## src/rtl/tdtc_pkg.sv

```systemverilog
package tdtc_pkg;

  localparam logic [15:0] TAG_WIDTH    = 16'h0100;
  localparam logic [15:0] TAG_HEIGHT   = 16'h0101;
  localparam logic [15:0] TAG_BITS     = 16'h0102;
  localparam logic [15:0] TAG_COMPRESS = 16'h0103;
  localparam logic [15:0] TAG_PHOTO    = 16'h0106;
  localparam logic [15:0] TAG_STRIPOFS = 16'h0111;
  localparam logic [15:0] TAG_SPP      = 16'h0115;
  localparam logic [15:0] TAG_ROWS     = 16'h0116;
  localparam logic [15:0] TAG_PLANAR   = 16'h011c;
  localparam logic [15:0] TAG_CMAP     = 16'h0140;

  localparam logic [15:0] TYPE_SHORT = 16'd3;
  localparam logic [15:0] TYPE_LONG  = 16'd4;

  localparam logic [31:0] CMAP_COUNT_FOUR  = 32'd48;
  localparam logic [31:0] CMAP_COUNT_EIGHT = 32'd768;
  localparam logic [8:0]  PAL_SIZE_FOUR    = 9'd16;
  localparam logic [8:0]  PAL_SIZE_EIGHT   = 9'd256;

  localparam logic [31:0] BITS_FOUR     = 32'd4;
  localparam logic [31:0] BITS_EIGHT    = 32'd8;
  localparam logic [31:0] COMPRESS_RAW  = 32'd1;
  localparam logic [31:0] COMPRESS_LZW  = 32'd5;
  localparam logic [31:0] VALUE_ONE     = 32'd1;

  localparam int F_WIDTH    = 1;
  localparam int F_HEIGHT   = 2;
  localparam int F_BITS     = 3;
  localparam int F_COMPRESS = 4;
  localparam int F_PHOTO    = 5;
  localparam int F_STRIPOFS = 6;
  localparam int F_SPP      = 7;
  localparam int F_PLANAR   = 8;
  localparam int F_CMAP     = 9;
  localparam int F_ROWS     = 10;

  localparam logic [10:0] F_REQUIRED = 11'b001_1111_1110;

  localparam logic [1:0] DEPTH_ILLEGAL = 2'd0;
  localparam logic [1:0] DEPTH_FOUR    = 2'd2;
  localparam logic [1:0] DEPTH_EIGHT   = 2'd3;

  typedef enum logic [2:0] {
    ST_OK           = 3'd0,
    ST_REQ_MISSING  = 3'd1,
    ST_ROWS_MISSING = 3'd2,
    ST_CMAP_MISSING = 3'd3,
    ST_BAD_DEPTH    = 3'd4
  } tdtc_status_t;

  typedef struct packed {
    logic [10:0] seen;
    logic [15:0] width;
    logic [15:0] height;
    logic [1:0]  depth;
    logic        comp;
    logic [31:0] strips;
    logic [31:0] single_ofs;
    logic [31:0] table_ofs;
    logic [31:0] rows;
    logic [31:0] cmap_ofs;
    logic [8:0]  pal_size;
  } tdtc_state_t;

  typedef struct packed {
    tdtc_status_t status;
    logic [15:0]  width;
    logic [15:0]  height;
    logic         eight_bit;
    logic         lzw;
    logic [31:0]  strip_count;
    logic [31:0]  strip_location;
    logic [31:0]  rows_per_strip;
    logic [31:0]  colormap_offset;
    logic [8:0]   palette_entries;
    logic [15:0]  line_bytes;
    logic [1:0]   row_padding;
  } tdtc_result_t;

endpackage

```

## src/rtl/tdtc_entry.sv

```systemverilog
module tdtc_entry (
  input  logic                  clk,
  input  logic                  rst_n,
  input  logic                  accept,
  input  logic [15:0]           tag_id,
  input  logic [15:0]           field_type,
  input  logic [31:0]           value_count,
  input  logic [31:0]           tag_value,
  input  logic                  last_entry,
  output tdtc_pkg::tdtc_state_t st_nxt
);

  tdtc_pkg::tdtc_state_t st_r;
  logic                  short1;

  assign short1 = (field_type == tdtc_pkg::TYPE_SHORT) && (value_count == tdtc_pkg::VALUE_ONE);

  always_comb begin
    st_nxt = st_r;
    case (tag_id)
      tdtc_pkg::TAG_WIDTH: begin
        if (short1) begin
          st_nxt.width = tag_value[15:0];
          st_nxt.seen[tdtc_pkg::F_WIDTH] = 1'b1;
        end
      end
      tdtc_pkg::TAG_HEIGHT: begin
        if (short1) begin
          st_nxt.height = tag_value[15:0];
          st_nxt.seen[tdtc_pkg::F_HEIGHT] = 1'b1;
        end
      end
      tdtc_pkg::TAG_BITS: begin
        if (short1 && (tag_value == tdtc_pkg::BITS_FOUR || tag_value == tdtc_pkg::BITS_EIGHT))
        begin
          st_nxt.depth = (tag_value == tdtc_pkg::BITS_FOUR) ? tdtc_pkg::DEPTH_FOUR
                                                            : tdtc_pkg::DEPTH_EIGHT;
          st_nxt.seen[tdtc_pkg::F_BITS] = 1'b1;
        end
      end
      tdtc_pkg::TAG_COMPRESS: begin
        if (short1 && (tag_value == tdtc_pkg::COMPRESS_RAW ||
                       tag_value == tdtc_pkg::COMPRESS_LZW)) begin
          st_nxt.comp = (tag_value == tdtc_pkg::COMPRESS_LZW);
          st_nxt.seen[tdtc_pkg::F_COMPRESS] = 1'b1;
        end
      end
      tdtc_pkg::TAG_PHOTO: begin
        if (short1) begin
          st_nxt.seen[tdtc_pkg::F_PHOTO] = 1'b1;
        end
      end
      tdtc_pkg::TAG_STRIPOFS: begin
        if (field_type == tdtc_pkg::TYPE_LONG) begin
          st_nxt.strips = value_count;
          if (value_count == tdtc_pkg::VALUE_ONE) begin
            st_nxt.single_ofs = tag_value;
          end else begin
            st_nxt.table_ofs = tag_value;
          end
          st_nxt.seen[tdtc_pkg::F_STRIPOFS] = 1'b1;
        end
      end
      tdtc_pkg::TAG_SPP: begin
        if (short1 && tag_value == tdtc_pkg::VALUE_ONE) begin
          st_nxt.seen[tdtc_pkg::F_SPP] = 1'b1;
        end
      end
      tdtc_pkg::TAG_ROWS: begin
        if ((field_type == tdtc_pkg::TYPE_SHORT || field_type == tdtc_pkg::TYPE_LONG) &&
            value_count == tdtc_pkg::VALUE_ONE) begin
          st_nxt.rows = tag_value;
          st_nxt.seen[tdtc_pkg::F_ROWS] = 1'b1;
        end
      end
      tdtc_pkg::TAG_PLANAR: begin
        if (short1 && tag_value == tdtc_pkg::VALUE_ONE) begin
          st_nxt.seen[tdtc_pkg::F_PLANAR] = 1'b1;
        end
      end
      tdtc_pkg::TAG_CMAP: begin
        if (field_type == tdtc_pkg::TYPE_SHORT && (value_count == tdtc_pkg::CMAP_COUNT_FOUR ||
                                                   value_count == tdtc_pkg::CMAP_COUNT_EIGHT))
        begin
          st_nxt.cmap_ofs = tag_value;
          st_nxt.pal_size = (value_count == tdtc_pkg::CMAP_COUNT_FOUR) ?
                            tdtc_pkg::PAL_SIZE_FOUR : tdtc_pkg::PAL_SIZE_EIGHT;
          st_nxt.seen[tdtc_pkg::F_CMAP] = 1'b1;
        end
      end
      default: begin
      end
    endcase
  end

  // clear after the last entry of a directory
  always_ff @(posedge clk) begin
    if (!rst_n) begin
      st_r <= '0;
    end else if (accept) begin
      st_r <= last_entry ? tdtc_pkg::tdtc_state_t'('0) : st_nxt;
    end
  end

endmodule

```

## config.mk

```make
export PLATFORM = sky130hd
export DESIGN_NAME = tdtc_entry
export DESIGN_NICKNAME = d
export VERILOG_FILES = /design/src/rtl/tdtc_pkg.sv /design/src/rtl/tdtc_entry.sv
export SDC_FILE = /design/constraint.sdc
export NUM_CORES = 1
export LEC_CHECK = 0
export ABC_CLOCK_PERIOD_IN_PS = 7130
export BUFFER_PORTS_ARGS = -buffer_cell sky130_fd_sc_hd__buf_2
export CAP_MARGIN = 20
export CORE_AREA = 2 2 147 149
export CTS_CLUSTER_DIAMETER = 200
export DETAILED_ROUTE_END_ITERATION = 12
export DIE_AREA = 0 0 149 151
export PLACE_DENSITY = 0.85
export SETUP_SLACK_MARGIN = 0.02
export SLEW_MARGIN = 10
export SYNTH_ARGS = -nofsm -noshare
export SYNTH_HDL_FRONTEND = slang
export SYNTH_SLANG_ARGS = --single-unit
```

## constraint.sdc

```tcl
create_clock -name clk -period 7.13 [get_ports clk]
set_input_delay 0.713 -clock clk [delete_from_list [all_inputs] [get_ports clk]]
set_output_delay 0.713 -clock clk [all_outputs]
set_load 0.01 [all_outputs]
```

==> summary.md, run 1 <==
| Metric | Value |
|---|---|
| Post-CTS repair timing setup buffer count | 0 |
| Worst slew margin | between 30 and 40% |
| Status | completed |
| Post-synthesis sequential area ratio | 41.8% |
| Critical path endpoint category | primary output |
| Final setup vio count | 0 |
| CTS resizes | 0 |
| Hold Vio Cnt, Final | 0 |
| Fin nets | about 1600 |
| GRT overflow | 0 |
| Post-synth EDFFs | 0 |
| Switching power | 0.632 mW |
| # port buffers | around 310 |
| Slew at the pin closest to its max-slew limit | ~1000 ps |
| Leading area contributor after synthesis | dfxtp_1 |
| Hold_buf cts | 0 |
| CTS tree | built |
| First-pass GRT wire length | around 53 mm |
| Fin area | 12800 µm² |
| Netlist cell types | 59 |
| Max reg flops | 214 |
| Die Area | approximately 22000 µm² |
| Fin Clk Skew | 0 ps |
| Clk sinks | 214 |
| Via count | between 10000 and 15000 |
| Int Pwr | between 2 and 2.5 mW |
| RSZ-0062 raised after global routing | false |
| Worst hold slack | roughly 450 ps |
| Boundary Pins | 315 |
| Num rows | 53 |
| Routed Antenna Nets | 0 |
| Routability cong. | 0.921 |
| Seq cells post-synth | between 200 and 250 |
| Max-Cap Viols | 0 |
| Net count after synthesis | 1343 |
| Net Sw Frac | 23.6% |
| Multi-input gate area | 5540 µm² |
| Crit path DAT | 3900 ps |
| Total CTS buffers | 24 |
| Cell Area, Synth | between 10000 and 15000 µm² |
| H-tree depth | 1 |
| Critical path peak fanout | 39 |
| Hold Path Class | input port to flop |
| Util after Layout | slightly above 60% |
| Clock transition at path regs | about 60 ps |
| Height of the chip | about 150 µm |
| WL/cell | 19.5 µm |
| Biggest regs | st_r x214 |
| Fin Setup TNS | 0 ps |
| FF/Latch Area | 4280 µm² |
| Final Cycle Share | around 65% |
| Seq pwr share | 44.7% |
| Clk buf depth | 3 |
| Vias/cell | approximately 5.8 |
| Detail Placement HPWL | ~24 mm |
| Total Power | about 2.7 mW |
| Top-area cell type share of the netlist area | 41.8% |
| Ys Warns | 0 |
| Top reg by flops | st_r |
| Peak Freq | ~220 MHz |
| Largest net degree at the start of global routing | between 60 and 70 |
| Fillcell total | about 1800 |
| Syn Area/Cell | between 8 and 9 µm² |
| Ys async rst share | 0% |
| Prevailing post-synth register cell | dfxtp_1 |
| CORE AREA | roughly 21000 µm² |
| Clk Latency, worst-skew pair | 510 ps |
| Share of layout cells above drive strength 1 | between 30% and 40% |
| Gate Count Post-Synth | 1243 |
| Setup CP Type | input port to primary output |
| Drc violations | 0 |
| Final WL | 35.0 mm |
| 1st-iter DRT viols | between 600 and 700 |
| Combinational Power Share | under 10% |
| Detailed Routing Iterations Pass 1 | 6 |
| Worst Setup Start Kind | input port |
| Top post-synthesis cells by area | dfxtp_1 42%, nand2_1 15%, mux2_2 10% |
| Starting Density | approximately half |
| Vias in the first global route | a little under 10000 |
| Max Transition Viols Final | 0 |
| Placement Cell Area | between 10000 and 15000 µm² |
| Power per cell area | between 200 and 250 nW/µm² |
| Initial antenna violation count | 0 |
| ANT cells | 0 |
| Area growth, synth to finish | 25.2% |
| Leakage | just over 6 nW |
| CTS Root Cell | clkbuf_16 |
| GRT Overall Usage | between 20% and 30% |
| Fin crit period | ~4600 ps |
| Critical path required time | 6420 ps |
| Clk pwr share | 49.7% |
| Die Wd | approximately 150 µm |
| VDD IR max | roughly 0.16 mV |
## synth_stat cells, drive strengths merged (14+ instances only)
master and instances:
o22ai 76, mux2 97, dfxtp 214, a22oi 32, buf 28, nor3 14, a22o 52, clkbuf 76
a32o 33, nand2 411, nor4 25, nor2 60
## power groups by stage
stage	Clock, mW	Combinational, mW	Sequential (mW)
final	1.33	0.150	1.20
after global routing	1.39	0.159	1.19
after CTS	1.34	0.146	1.20
after detailed placement	0	0.145	1.22
after global placement	0	0.140	1.22
after floorplan	0	0.0667	1.22
## layout by cell type (no fill, tap or decap), types with 9 or more instances in the layout
| master | count |
|---|---|
| nor3_1 | 11 |
| dfxtp_1 | 214 |
| buf_2 | 312 |
| a32o_1 | 33 |
| a22o_1 | 52 |
| mux2_2 | 93 |
| nor4_1 | 20 |
| nand2_1 | 411 |
| a22oi_1 | 32 |
| buf_4 | 15 |
| nor2_1 | 59 |
| o22ai_1 | 73 |
| clkbuf_16 | 24 |
| and2_1 | 9 |
| nand4_1 | 13 |
| and3_1 | 11 |
## path summary, 6_finish.rpt
kind	end	depth (start not counted)	slack, ps	start
worst max-delay path	st_nxt[84]	8	2520	field_type[11]
worst min-delay path	st_r[156]$_SDFFE_PN0P_	2	450	value_count[19]
worst max register to register	st_r[169]$_SDFFE_PN0P_	4	6350	st_r[169]$_SDFFE_PN0P_
worst min register to register	st_r[171]$_SDFFE_PN0P_	1	460	st_r[171]$_SDFFE_PN0P_
## through the flow
step,instances,worst slack [ps]
global placement,1741,2480
detailed placement,1745,2530
global route,1791,2370
CTS,1789,2520
floorplan,1243,3690
finish,1791,2520
## cell type report
cell class                      instances  share of cell area [%]
Clock inverter                         14                    1.55
Timing Repair Buffer                  333                    13.9
Sequential cell                       214                    33.4
Tap cell                              275                    2.68
Inverter                                7                   0.205
Multi-Input combinational cell        918                    43.1
Clock buffer                           30                    5.17
## logic make-up (layout without fill, tap and decap cells)
family	count (synthesis)	in the layout	synth area share, %
flip-flops	214	214	41.8
AND/OR/NAND/NOR	590	590	25.5
XOR/XNOR	1	1	0.0855
multiplexers	98	98	10.8
buffers and inverters	111	384	4.76
other	1	1	0.0366
AO/OA/AOI/OAI	228	228	17.1
## routing by layer
layer / GRT usage (%) / wire length [µm]
met1: 37.7 / 14500
met2: 49.3 / 16400
met3: 5.90 / 3040
met4: 11.9 / 1100
met5: 0 / 0
## worst max-delay path: stages
cell	delay, ps
buf_2	100
nor4_1	330
nand4_1	380
or4b_4	890
a21oi_4	520
buf_4	410
mux2_2	390
buf_2	140
Power figures use the tool's default switching activity.
==> inputs of run 2 (changes only) <==
--- a/config.mk
+++ b/config.mk
@@ -5,14 +5,15 @@
 export SDC_FILE = /design/constraint.sdc
 export NUM_CORES = 1
 export LEC_CHECK = 0
-export ABC_CLOCK_PERIOD_IN_PS = 7130
+export ABC_AREA = 1
+export ABC_CLOCK_PERIOD_IN_PS = 4700
 export BUFFER_PORTS_ARGS = -buffer_cell sky130_fd_sc_hd__buf_2
 export CAP_MARGIN = 20
-export CORE_AREA = 2 2 147 149
+export CORE_AREA = 2 2 157 159
 export CTS_CLUSTER_DIAMETER = 200
 export DETAILED_ROUTE_END_ITERATION = 12
-export DIE_AREA = 0 0 149 151
-export PLACE_DENSITY = 0.85
+export DIE_AREA = 0 0 159 161
+export PLACE_DENSITY = 0.84
 export SETUP_SLACK_MARGIN = 0.02
 export SLEW_MARGIN = 10
 export SYNTH_ARGS = -nofsm -noshare
==> constraint.sdc (replaced) <==
create_clock -name clk -period 4.7 [get_ports clk]
set_input_delay 0.47 -clock clk [delete_from_list [all_inputs] [get_ports clk]]
set_output_delay 0.47 -clock clk [all_outputs]
set_load 0.01 [all_outputs]
==> run 2 against run 1 <==
  * Design area is 11% higher
  * Critical path depth increased by 2
  * Global-route usage shrank 0.57 points
  * Highest routed layer unchanged
  * Synthesized area is 16% higher
  * Count of clock-buffer cells in the layout rose by 8
  * Largest cell class unchanged
  * Synthesized cell count is 48% higher
==> summary.md, run 2 <==
| Metric | Value |
|---|---|
| Status | completed |
| Placed insts | roughly 2400 |
| Drc violations | 0 |
| Final Cycle Share | between 70% and 80% |
| Worst path cell trace | buf_2 -> inv_1 -> nand4_1 -> nor2_2 -> nand2_2 -> nor2_4 -> buf_4 -> nand2_4 -> o21ai_0 -> buf_2 |
| Syn Area/Cell | roughly 6.4 µm² |
| 1st-iter DRT viols | approximately 1500 |
| H-tree depth | 1 |
| Post-CTS repair timing setup buffer count | 0 |
| Starting Density | approximately half |
| Worst Setup Start Kind | input port |
| Largest net degree at the start of global routing | 197 |
| Most used cell, CP | buf_2 |
| Setup CP Type | input port to primary output |
| Area growth, synth to finish | 20.0% |
| Setup WS pre-CTS | ~1300 ps |
| Hold Vio Cnt, Final | 0 |
| Vias/cell | around 5.5 |
| Power per cell area | ~280 nW/µm² |
| Synth cell count leaders | 626 x nand2_1, 214 x dfxtp_1, 200 x inv_1, 199 x a21oi_1, 115 x nand3_1 |
| Routed Antenna Nets | 0 |
| Final setup vio count | 0 |
| Hold Path Class | input port to flop |
| Max reg flops | between 200 and 250 |
| Share of layout cells above drive strength 1 | a little over a fifth |
| Slew at the pin closest to its max-slew limit | 1210 ps |
| # port buffers | roughly 310 |
| Total CTS buffers | 24 |
| Worst slew margin | slightly below 20% |
| Final non-filler cell total | around 2400 |
| Clk buf depth | 3 |
| CORE AREA | roughly 24000 µm² |
| CTS Root Cell | clkbuf_16 |
| Detailed Routing Iterations Pass 1 | 5 |
| Vias in the first global route | approximately 12000 |
| Synth Area in XOR/XNOR | 0% |
| Critical path peak fanout | 64 |
| Buf+Inv Stages, Crit Path | 4 |
| Synth Area in Simple Gates | between 30 and 40% |
| Crit path largest cell delay | approximately 540 ps |
| Net count after synthesis | about 2000 |
| Clk sinks | ~210 |
| Critical path required time | around 4200 ps |
| Detail Placement HPWL | between 20 and 30 mm |
| Top-area cell type share of the netlist area | between 30% and 40% |
| CTS tree | built |
| Initial antenna violation count | 1 |
| Max Transition Viols Final | 0 |
| Prevailing post-synth register cell | dfxtp_1 |
| Critical path's slowest cell | nand2_4 |
| GRT Overall Usage | 29.0% |
| Routability cong. | slightly above 0.9 |
| Crit path DAT | about 3000 ps |
| Leading area contributor after synthesis | dfxtp_1 |
| Seq cells post-synth | approximately 210 |
| Die Wd | 159 µm |
| Clock transition at path regs | approximately 60 ps |
| Gate Count Post-Synth | around 1800 |
| RSZ-0062 raised after global routing | false |
| Height of the chip | roughly 160 µm |
| Cell Area, Synth | approximately 12000 µm² |
| Post-synthesis sequential area ratio | 36.1% |
| CTS resizes | 0 |
| Die Area | around 26000 µm² |
| Post-Synth Adder-Cell Area | 0% |
| Hold_buf cts | 0 |
| Post-synthesis mux area share | 0% |
| VDD IR max | ~0.24 mV |
| Most common cell after layout, fill and taps aside | nand2_1 |
| Boundary Pins | around 320 |
| WL/cell | roughly 16 µm |
| Critical path endpoint category | primary output |
| Fin worst setup slack | 1290 ps |
| Fin nets | between 2000 and 2500 |
| Final WL | slightly below 40 mm |
| GRT overflow | 0 |
| Fin Setup TNS | 0 ps |
| Biggest regs | st_r x214 |
| Fin crit period | around 3400 ps |
| Fin Clk Skew | 0 ps |
| Ys async rst share | 0% |
| Synth Area in Compound Gates | ~16% |
| Top post-synthesis cells by area | dfxtp_1 36%, nand2_1 20%, a21oi_1 8.4% |
| Top reg by flops | st_r |
| Num rows | 57 |
| Largest family of logic cells by synthesized area | simple AND/OR/NAND/NOR gates |
| Leakage | approximately 6.5 nW |
| Count leader, synth | nand2_1 |
| Via count | ~13000 |
| Netlist cell types | 35 |
| Max-Cap Viols | 0 |
| First-pass GRT wire length | a little over 60 mm |
| Crit path max-delay family | simple AND/OR/NAND/NOR gates |
| Clk Latency, worst-skew pair | roughly 500 ps |
| Ys Warns | 0 |
| Post-synth EDFFs | 0 |
| Peak Freq | just under 300 MHz |
| Most frequent cells in the layout | 626 x nand2_1, 313 x buf_2, 214 x dfxtp_1 |
==> run 2: cell types whose count changed in the layout (fill, tap and decap cells not counted), sizes merged, moves of 32 or more <==
cell / before / now
a21oi: 8 / 200
a22o: 52 / 0
a22oi: 32 / 0
a32o: 33 / 0
and2: 10 / 66
inv: 7 / 202
mux2: 97 / 0
nand2: 411 / 630
nand3: 10 / 119
nand4: 13 / 76
o21ai: 8 / 94
o22ai: 76 / 0
==> run 2: cell type report <==
type | instances | area [µm²]
diodes | 1 | 2.50
clock buffers | 38 | 754
clock inverters | 5 | 75.1
fillers | 2278 | 9740
inverters | 204 | 776
multi-input cells | 1305 | 6240
flip-flops and latches | 214 | 4280
well taps | 324 | 405
repair buffers | 327 | 1680
==> run 2: cell families (layout without fill, tap and decap cells) <==
| kind of cell | count (synthesis) | count (layout) |
|---|---|---|
| simple gates | 973 | 973 |
| compound gates | 331 | 331 |
| buf+inv | 323 | 574 |
| flops | 214 | 214 |
| other cells | 1 | 2 |
==> run 2: worst min-delay path, delay by kind of cell <==
| kind | cells | cell delay, ps |
|---|---|---|
| compound gates | 1 | 50 |
| simple gates | 3 | 170 |
| buf+inv | 1 | 110 |
==> run 2: path summary, 6_finish.rpt <==
| check | from | end | slack, ps | cells after the start |
|---|---|---|---|---|
| hold / removal | value_count[28] | st_r[165]$_SDFFE_PN0P_ | 330 | 5 |
| hold reg to reg | st_r[0]$_SDFFE_PN0P_ | st_r[0]$_SDFFE_PN0P_ | 430 | 2 |
| setup reg to reg | st_r[141]$_SDFFE_PN0P_ | st_r[141]$_SDFFE_PN0P_ | 3700 | 4 |
| setup / recovery | value_count[15] | st_nxt[106] | 1290 | 10 |
==> run 2: routing by layer <==
layer	track usage, %	wire length, µm	share of wire (%)	up-vias
li1	-	-	-	6355
met1	37.2	15800	40	6139
met2	48.0	18200	46	622
met3	5.03	3360	8.6	114
met4	13.1	1760	4.5	0
met5	0	0	0	-
==> run 2: metrics by stage <==
| stage | hold slack [ps] | util, % | power, mW | area, µm² |
|---|---|---|---|---|
| after CTS | 320 | 59.3 | 4.01 | 14200 |
| after global placement | 421 | 55.9 | 2.07 | 13400 |
| after floorplan | 415 | - | 1.97 | 11900 |
| after detailed placement | 426 | 55.9 | 2.08 | 13400 |
| final | 335 | 59.4 | 4.00 | 14200 |
| after global routing | 345 | 59.4 | 4.12 | 14200 |
==> run 2: where the power goes <==
group          internal, mW   switching [mW]
Clock                  1.20            0.755
Combinational        0.0488            0.179
Sequential             1.81  0.0000000000325
Total                  3.07            0.934
==> inputs of run 3 (changes only) <==
--- a/config.mk
+++ b/config.mk
@@ -6,7 +6,7 @@
 export NUM_CORES = 1
 export LEC_CHECK = 0
 export ABC_AREA = 1
-export ABC_CLOCK_PERIOD_IN_PS = 4700
+export ABC_CLOCK_PERIOD_IN_PS = 3200
 export BUFFER_PORTS_ARGS = -buffer_cell sky130_fd_sc_hd__buf_2
 export CAP_MARGIN = 20
 export CORE_AREA = 2 2 157 159
==> constraint.sdc (replaced) <==
create_clock -name clk -period 3.2 [get_ports clk]
set_input_delay 0.32 -clock clk [delete_from_list [all_inputs] [get_ports clk]]
set_output_delay 0.32 -clock clk [all_outputs]
set_load 0.01 [all_outputs]
==> run 3 against run 2 <==
  * Global-route usage up 0.32 points
  * Via count up 0.11%
  * Die area unchanged
  * Clock power up 51%
  * Register-to-register slack worse by 1400 ps
  * Core utilization up 0.77 points
  * Largest cell class unchanged
==> summary.md, run 3 (synthesized netlist as in run 2, its figures left out) <==
| Metric | Value |
|---|---|
| Biggest regs | st_r x214 |
| VDD IR max | approximately 0.39 mV |
| Post-CTS repair timing setup buffer count | 0 |
| Worst hold slack | around 180 ps |
| Final non-filler cell total | 2428 |
| CORE AREA | around 24000 µm² |
| CTS Root Cell | clkbuf_16 |
| FF/Latch Area | about 4300 µm² |
| Fillcell total | 2214 |
| # port buffers | about 310 |
| Clk Latency, worst-skew pair | between 500 and 600 ps |
| Detailed Routing Iterations Pass 1 | 6 |
| First-pass GRT wire length | between 60 and 70 mm |
| Max-Cap Viols | 0 |
| H-tree depth | 1 |
| Top reg by flops | st_r |
| Placed insts | between 2000 and 2500 |
| Detail Placement HPWL | approximately 27 mm |
| Most frequent cells in the layout | 626 x nand2_1, 313 x buf_2, 214 x dfxtp_1 |
| Max reg flops | about 210 |
| Num rows | 57 |
| Die Area | 25600 µm² |
| Most common cell after layout, fill and taps aside | nand2_1 |
| 1st-iter DRT viols | around 1400 |
| Largest net degree at the start of global routing | between 200 and 250 |
| Critical path endpoint category | primary output |
| Boundary Pins | approximately 320 |
| Crit path DAT | around 2400 ps |
| Fin crit period | ~2800 ps |
| Die Wd | approximately 160 µm |
| Initial antenna violation count | 3 |
| Setup CP Type | input port to primary output |
| Worst Setup Start Kind | input port |
| Leakage | between 6 and 7 nW |
| Drc violations | 0 |
| Setup WS pre-CTS | between 400 and 500 ps |
| Power per cell area | roughly 410 nW/µm² |
| Routability cong. | roughly 0.92 |
| Hold_buf cts | 0 |
| Final Cycle Share | 86.2% |
| Clk sinks | 214 |
| Share of layout cells above drive strength 1 | a little over a fifth |
| Hold Vio Cnt, Final | 0 |
| Total Power | between 5 and 6 mW |
| Fin Clk Skew | 0 ps |
| Hold path depth | 5 |
| Vias/cell | roughly 5.5 |
| WL/cell | between 15 and 20 µm |
| Slew at the pin closest to its max-slew limit | between 1000 and 1500 ps |
| Max Transition Viols Final | 0 |
| Fin nets | roughly 2200 |
| Starting Density | 49.5% |
| Routed Antenna Nets | 0 |
| Vias in the first global route | roughly 12000 |
| Critical path required time | about 2900 ps |
| Critical path peak fanout | 34 |
| Multi-input gate area | between 6000 and 7000 µm² |
| Reg2reg path depth | 4 |
| Total CTS buffers | 24 |
| Fin Setup TNS | 0 ps |
| Area growth, synth to finish | 21.5% |
| CTS tree | built |
| Fin worst setup slack | 442 ps |
| Via count | ~13000 |
| GRT Overall Usage | between 20% and 30% |
| Worst slew margin | between 30% and 40% |
| RSZ-0062 raised after global routing | false |
| Height of the chip | approximately 160 µm |
| CTS resizes | 0 |
| GRT overflow | 0 |
| Final setup vio count | 0 |
| Status | completed |
| Hold Path Class | input port to flop |
| Peak Freq | between 300 and 400 MHz |
| Clock transition at path regs | 60 ps |
| Final WL | about 40 mm |
| Clk buf depth | 3 |
==> run 3: final timing paths <==
path / start / end / slack (ps)
worst max register to register: st_r[172]$_SDFFE_PN0P_ / st_r[172]$_SDFFE_PN0P_ / 2330
worst min-delay path: value_count[28] / st_r[165]$_SDFFE_PN0P_ / 180
worst max-delay path: value_count[14] / st_nxt[101] / 440
worst min register to register: st_r[5]$_SDFFE_PN0P_ / st_r[5]$_SDFFE_PN0P_ / 430
==> run 3: per-layer routing <==
layer / wire length (µm) / vias up / GRT usage [%]
li1: - / 6383 / -
met1: 16000 / 6154 / 38.2
met2: 18600 / 592 / 49.5
met3: 2980 / 115 / 3.72
met4: 1710 / 0 / 11.9
met5: 0 / - / 0
==> run 3: final cells by class <==
type / count / share of cell area [%]
multi-input combinational: 1305 / 43.3
sequential: 214 / 29.7
timing repair buffer: 334 / 12.7
inverter: 204 / 5.38
clock buffer: 35 / 5.09
tap: 324 / 2.81
clock inverter: 9 / 0.851
antenna: 3 / 0.0521
==> run 3: through the flow <==
step | utilization, % | cell area, µm²
2_1_floorplan | - | 11900
3_3_place_gp | 56.5 | 13500
3_5_place_dp | 56.5 | 13500
4_1_cts | 60.1 | 14400
5_1_grt | 60.1 | 14400
6_report | 60.1 | 14400
==> run 3: critical path: stages <==
cell and delay (ps):
buf_2 90, inv_1 80, nand4_1 200, nor2_2 190
nand2_2 150, o21ai_4 770, buf_12 270, nand2_1 100
o21a_1 110, buf_2 130
==> run 3: report_power, final <==
group / internal [mW] / switching (mW) / total, mW
Clock: 1.83 / 1.14 / 2.96
Sequential: 2.66 / 0.0000000000499 / 2.66
Combinational: 0.0811 / 0.269 / 0.350
Total: 4.57 / 1.41 / 5.98
